## src/rtl/core/pds_pkg.sv

```systemverilog
`timescale 1ns / 1ps
package pds_pkg;

    localparam int EW  = 11;  // element and node value width
    localparam int AW  = 2;   // action code width
    localparam int TVW = 12;  // target version field width

    localparam logic [AW-1:0] ACT_UNION  = 2'd0;
    localparam logic [AW-1:0] ACT_REVERT = 2'd1;
    localparam logic [AW-1:0] ACT_QUERY  = 2'd2;
    localparam logic [AW-1:0] ACT_NOP    = 2'd3;

    typedef struct packed {
        logic [AW-1:0]  action;
        logic [EW-1:0]  elem_a;
        logic [EW-1:0]  elem_b;
        logic [TVW-1:0] target_version;
    } t_in;

    typedef struct packed {
        logic same_set;
        logic overflow;
    } t_out;

    typedef struct packed {
        logic init;
        logic step;
    } t_rng_ctl;

endpackage

```

## src/rtl/core/pds_range.sv

```systemverilog
`timescale 1ns / 1ps
// Bisection walker over [1, total]: one halving compare per step.
module pds_range (
    input  logic                   i_clk,
    input  pds_pkg::t_rng_ctl      i_ctl,
    input  logic [pds_pkg::EW-1:0] i_elem,
    input  logic [pds_pkg::EW-1:0] i_total,
    output logic [pds_pkg::EW-1:0] o_lo,
    output logic                   o_leaf,
    output logic                   o_left
);
    logic [pds_pkg::EW-1:0] r_lo, r_hi;
    logic [pds_pkg::EW:0]   sum;
    logic [pds_pkg::EW-1:0] mid;

    assign sum    = {1'b0, r_lo} + {1'b0, r_hi};
    assign mid    = sum[pds_pkg::EW:1];
    assign o_lo   = r_lo;
    assign o_leaf = (r_lo == r_hi);
    assign o_left = (i_elem <= mid);

    always_ff @(posedge i_clk) begin
        if (i_ctl.init) begin
            r_lo <= {{(pds_pkg::EW-1){1'b0}}, 1'b1};
            r_hi <= i_total;
        end else if (i_ctl.step) begin
            if (o_left) begin
                r_hi <= mid;
            end else begin
                r_lo <= mid + {{(pds_pkg::EW-1){1'b0}}, 1'b1};
            end
        end
    end
endmodule

```

## config.mk

```make
export PLATFORM = sky130hd
export DESIGN_NAME = pds_range
export DESIGN_NICKNAME = d
export VERILOG_FILES = /design/src/rtl/core/pds_pkg.sv /design/src/rtl/core/pds_range.sv
export SDC_FILE = /design/constraint.sdc
export NUM_CORES = 1
export LEC_CHECK = 0
export ABC_AREA = 1
export BUFFER_PORTS_ARGS = -buffer_cell sky130_fd_sc_hd__buf_2
export CAP_MARGIN = 10
export CORE_ASPECT_RATIO = 0.75
export CORE_MARGIN = 1
export CORE_UTILIZATION = 25
export DETAILED_ROUTE_END_ITERATION = 8
export PLACE_DENSITY = 0.48
export SETUP_SLACK_MARGIN = 0.5
export SYNTH_ARGS = -nofsm -noshare
export SYNTH_HDL_FRONTEND = slang
export SYNTH_SLANG_ARGS = --single-unit
```

## constraint.sdc

```tcl
create_clock -name i_clk -period 3.7 [get_ports i_clk]
set_input_delay 0.74 -clock i_clk [delete_from_list [all_inputs] [get_ports i_clk]]
set_output_delay 0.74 -clock i_clk [all_outputs]
set_load 0.005 [all_outputs]
```

== Yosys cells after proc, flatten, opt, wreduce, memory -nomap -nowiden ==
Index checks and enable logic that the tools add are counted.

* $add $sub $neg: 2
* Magnitude comparators: 1
* Equality and inequality tests: 1
* Muxes and demuxes: 3
* Bitwise gates (word level): 1
* Reduce and logical (&&, ||, !) cells: 4

{| class="wikitable"
|+ Operators by type and width
! kind !! number
|-
| $mux 11 || 3
|-
| $add 11x11->12 || 1
|-
| $add 11x1->11 const B || 1
|-
| $eq 11x11->1 || 1
|-
| $le 11x11->1 || 1
|-
| $reduce_and 2->1 || 2
|-
| $reduce_bool 2->1 || 2
|-
| $not 1->1 || 1
|}

* Register bits: 22
* Input port bits: 25
* Output and inout port bits: 13
* Logic and storage cells: 14

== Logic depth before layout (Yosys ltp) ==
* Word-level depth: 5
* Depth in mapped cells: 20
* Mapped depth without buffers: 19

== Worst setup path before layout ==
OpenSTA, ideal clock, no wires.

* Path type: register -> register
* Start point: register r_hi[0] (netlist bit)
* End point: register r_hi[0] (netlist bit) (enable)
* Library setup time: 0.394 ns
* Data arrival time: 3.077 ns
* Required time: 3.306 ns
* Setup slack: 0.229 ns
* Stages on the path, launching flop included: 15
* Path buffers: 0
* Clock period less this slack: 3.471 ns
* Path through: edfxtp_1 ha_1 fa_1 nand2_2 nand2_2 nand2_2 xor2_2 ha_1 nand2_1 nor2_1 nand3_1 nand3_1 nand2_1 inv_1 o21ai_0

* Longest elaborated chain between the ends: 4

{| class="wikitable"
|+ Ends and longest elaborated chain
! what !! RTL line !! text
|-
| start, declared || pds_range.sv:12 || <nowiki>logic [pds_pkg::EW-1:0] r_lo, r_hi;</nowiki>
|-
| start signal, assigned || pds_range.sv:25 || <nowiki>r_hi <= i_total;</nowiki>
|-
| start signal, assigned || pds_range.sv:28 || <nowiki>r_hi <= mid;</nowiki>
|-
| $add 11x11->12 || pds_range.sv:16 || <nowiki>assign sum = {1'b0, r_lo} + {1'b0, r_hi};</nowiki>
|-
| $le 11x11->1 || pds_range.sv:20 || <nowiki>assign o_left = (i_elem <= mid);</nowiki>
|-
| net o_left || pds_range.sv:10 || <nowiki>output logic o_left</nowiki>
|-
| $reduce_bool 2->1 (no line) || n/a ||
|-
| $reduce_and 2->1 (no line) || n/a ||
|}

The timed path passes the listed nets, and every way through them passes these cells.
A chain may end at the register's enable or synchronous reset.

== Worst setup path in the final report ==
* Start point: register r_hi[1] (netlist bit)
* End point: output o_left

* Longest elaborated chain between the ends: 2

{| class="wikitable"
|+ Ends and longest elaborated chain
! what !! RTL line
|-
| $add 11x11->12 || pds_range.sv:16
|-
| $le 11x11->1 || pds_range.sv:20
|-
| end, declared || pds_range.sv:10
|}

Every way passes these cells.

==> impl_results.md <==
- Status: completed
- Hold bufs inserted after CTS: 0
- Synth Area in XOR/XNOR: ~2.1%
- Commonest register cell after synthesis: edfxtp_1
- Post-DP Area: 2320 µm²
- Adder-Cell Fraction of Synth Area: between 15 and 20%
- Post-synth ARST share: 0%
- Synth cell types: 29
- Post-route ant nets: 0
- Clk_lat worst skew: around 0.27 ns
- Highest Clock Rate: between 0.2 and 0.3 GHz
- Setup TNS: 0 ns
- Worst Skew: a little over 0.01 ns
- Max Cap Viol: 0
- Die height: slightly below 80 µm
- Die area: 8320 µm²
- Slew Limit Fails: 0
- Syn nets: 337
- Drt initial violations: between 100 and 150
- Largest net degree at the start of global routing: 25
- Clock Tree Buf Depth: 2
- Min Tclk post-route: between 3 and 4 ns
- Endpoint, Worst Hold: o_lo[0]
- Setup crit end kind: output port
- Final hold viol count: 0
- Post-synthesis mux area share: 0%
- Gp weighted congestion: roughly 0.84
- Die X: 105 µm
- Area share of the largest cell type after synthesis: between 15 and 20%
- Worst hold slack: 0.597 ns
- Synthesized area per cell: a little under 7 µm²
- YS warnings: 0
- Layout cells sized above 1: a little over a third
- Final instance area: 2780 µm²
- Hold path startpoint: o_lo[0]
- Final period util: approximately nine tenths
- Vias in the first global route: about 1900
- Initial Utilization: 26.4%
- Worst Tran Pin Value: 0.404 ns
- WL final: 6.10 mm
- CP startpoint kind: flop
- # DRC: 0
- Core Area: 7530 µm²
- Area Overhead vs Synth: 39.6%
- # rows: 27
- Clk slew on worst S/H paths: roughly 0.090 ns
- Root cell of the clock tree: clkbuf_8
- Gr usage total: 14.5%
- Post-Synthesis Cells: 288
- Clock sink total: 22
- Largest family of logic cells by synthesized area: simple AND/OR/NAND/NOR gates
- Top post-synthesis cells by area: edfxtp_1 (17%), nand2_1 (15%), ha_1 (14%), dfxtp_1 (11%), inv_1 (7.7%)
- DR vias: around 2000
- Slew margin rel.: around 73%
- Wire per inst: about 14 µm
- Reg-to-reg startpoint: r_hi[1]
- Flip-flop and latch count after synthesis: 22
- CP max FO: 4
- Synth Area in Compound Gates: a little under an eighth
- Crit path required time: 2.96 ns
- TritonRoute pass-1 iters: 5
- RSZ-0062 raised after global routing: true
- CTS tree: built
- GR Overflow Total: 0
- First-pass GRT wire length: approximately 9.5 mm
- Post-Syn Area: roughly 2000 µm²
- Post-synth EDFFs: 11
- Setup violators final: 0
- H-tree depth: 1
- Dpl hpwl: about 4.7 mm
- Worst R2R Path Depth: 20
- Initial antenna violation count: 0
- Port bufs: 37
- Worst hold path class: reg -> reg
- Fin nets: approximately 390
- Worst reg-to-reg setup slack: approximately 0.64 ns
- CP Class: reg -> out
- Ant. Diodes: 0
- Largest area contributor in the netlist: edfxtp_1
- R2r endpoint: o_lo[0]
- Inserted Clock Buffers: 3
- Vias per inst: 4.68
- Register area share after synthesis: 27.7%
- Simple-Gate Fraction of Synth Area: 34.0%
- Worst EP arrival: 2.60 ns
- Io pins: 38
- Hold Path Stages: 2
[critical path: stages, from the launching register on]
cell and delay, ns:
edfxtp_1 0.49, buf_6 0.17, fa_2 0.40, nand2_2 0.12, nand2_4 0.08, nand3_4 0.08
nand3_4 0.08, nand2_4 0.11, inv_4 0.05, ha_4 0.27, nand2_4 0.05, nor2_4 0.09
nand3_2 0.09, nand3_2 0.07, nand2_2 0.06, buf_6 0.12
[area by class of cell]
cell class              instances  area (µm²)
fillers                       778        4760
repair buffers                 50         300
well taps                     101         126
clock buffers                   4        45.0
inverters                      43         164
flip-flops and latches         22         554
multi-input cells             219        1590
[what timing repair did]
item / 4_1_cts / 5_1_grt
buffers inserted: 5 / 3
pin swaps: 16 / 16
gates resized for setup: 39 / 33
setup endpoints to repair: 3 / 14
[how the worst max path moves through the flow]
| stage | start | to | slack, ns | depth (start not counted) |
|---|---|---|---|---|
| global route | r_hi[1] | o_left | 0.25 | 15 |
| global placement | r_hi[0] | o_left | 0.32 | 15 |
| CTS | r_hi[0] | o_left | 0.39 | 15 |
| finish | r_hi[1] | o_left | 0.36 | 15 |
| detailed placement | r_hi[0] | o_left | 0.31 | 15 |
| floorplan | r_hi[0] | r_hi[0] | 0.53 | 14 |
[cells by family after synthesis]
logic type	Yosys count
xor+xnor	4
buf+inv	47
compound gates	43
fa+ha+maj	24
flops	22
simple gates	148
[metal layers]
| metal | track usage [%] | wire, µm | vias to the layer above | part of all wire [%] |
|---|---|---|---|---|
| met5 | 0 | 0 | - | 0 |
| met4 | 3.94 | 96 | 0 | 1.6 |
| met3 | 1.56 | 247 | 8 | 4.1 |
| met2 | 21.1 | 2460 | 55 | 40 |
| met1 | 22.2 | 3290 | 944 | 54 |
| li1 | - | - | 1049 | - |
[sequential cells by signal (all words and copies together) (netlist names)]
signal,count
o_lo,11
r_hi,11
[per-stage QoR]
stage | instances | utilization [%] | setup slack [ns]
2_1_floorplan | 288 | - | 0.525
3_3_place_gp | 427 | 30.8 | 0.315
5_1_grt | 439 | 36.8 | 0.251
4_1_cts | 436 | 34.5 | 0.388
6_report | 439 | 36.8 | 0.363
3_5_place_dp | 427 | 30.8 | 0.313
[placed cells by master, fill, tap and decap left out, types with 10 or more instances in the layout]
cell / synthesis / final
edfxtp_1: 11 / 11
nand2_1: 81 / 69
a21oi_1: 15 / 12
nand2_2: 6 / 13
buf_4: 1 / 10
ha_4: 0 / 13
buf_2: 0 / 36
nand3_1: 24 / 16
o21ai_0: 21 / 18
inv_1: 41 / 39
nor2_1: 16 / 12
[Yosys cell counts, types with 6 or more instances]
cell      instances
nand2_2           6
nand3_1          24
nand2_1          81
ha_1             23
edfxtp_1         11
dfxtp_1          11
o21ai_0          21
inv_1            41
a21oi_1          15
nor2_1           16
nand4_1           7
Power is not shown: default switching activity piles up to over one toggle a cycle in this logic, so the estimate is an artifact.
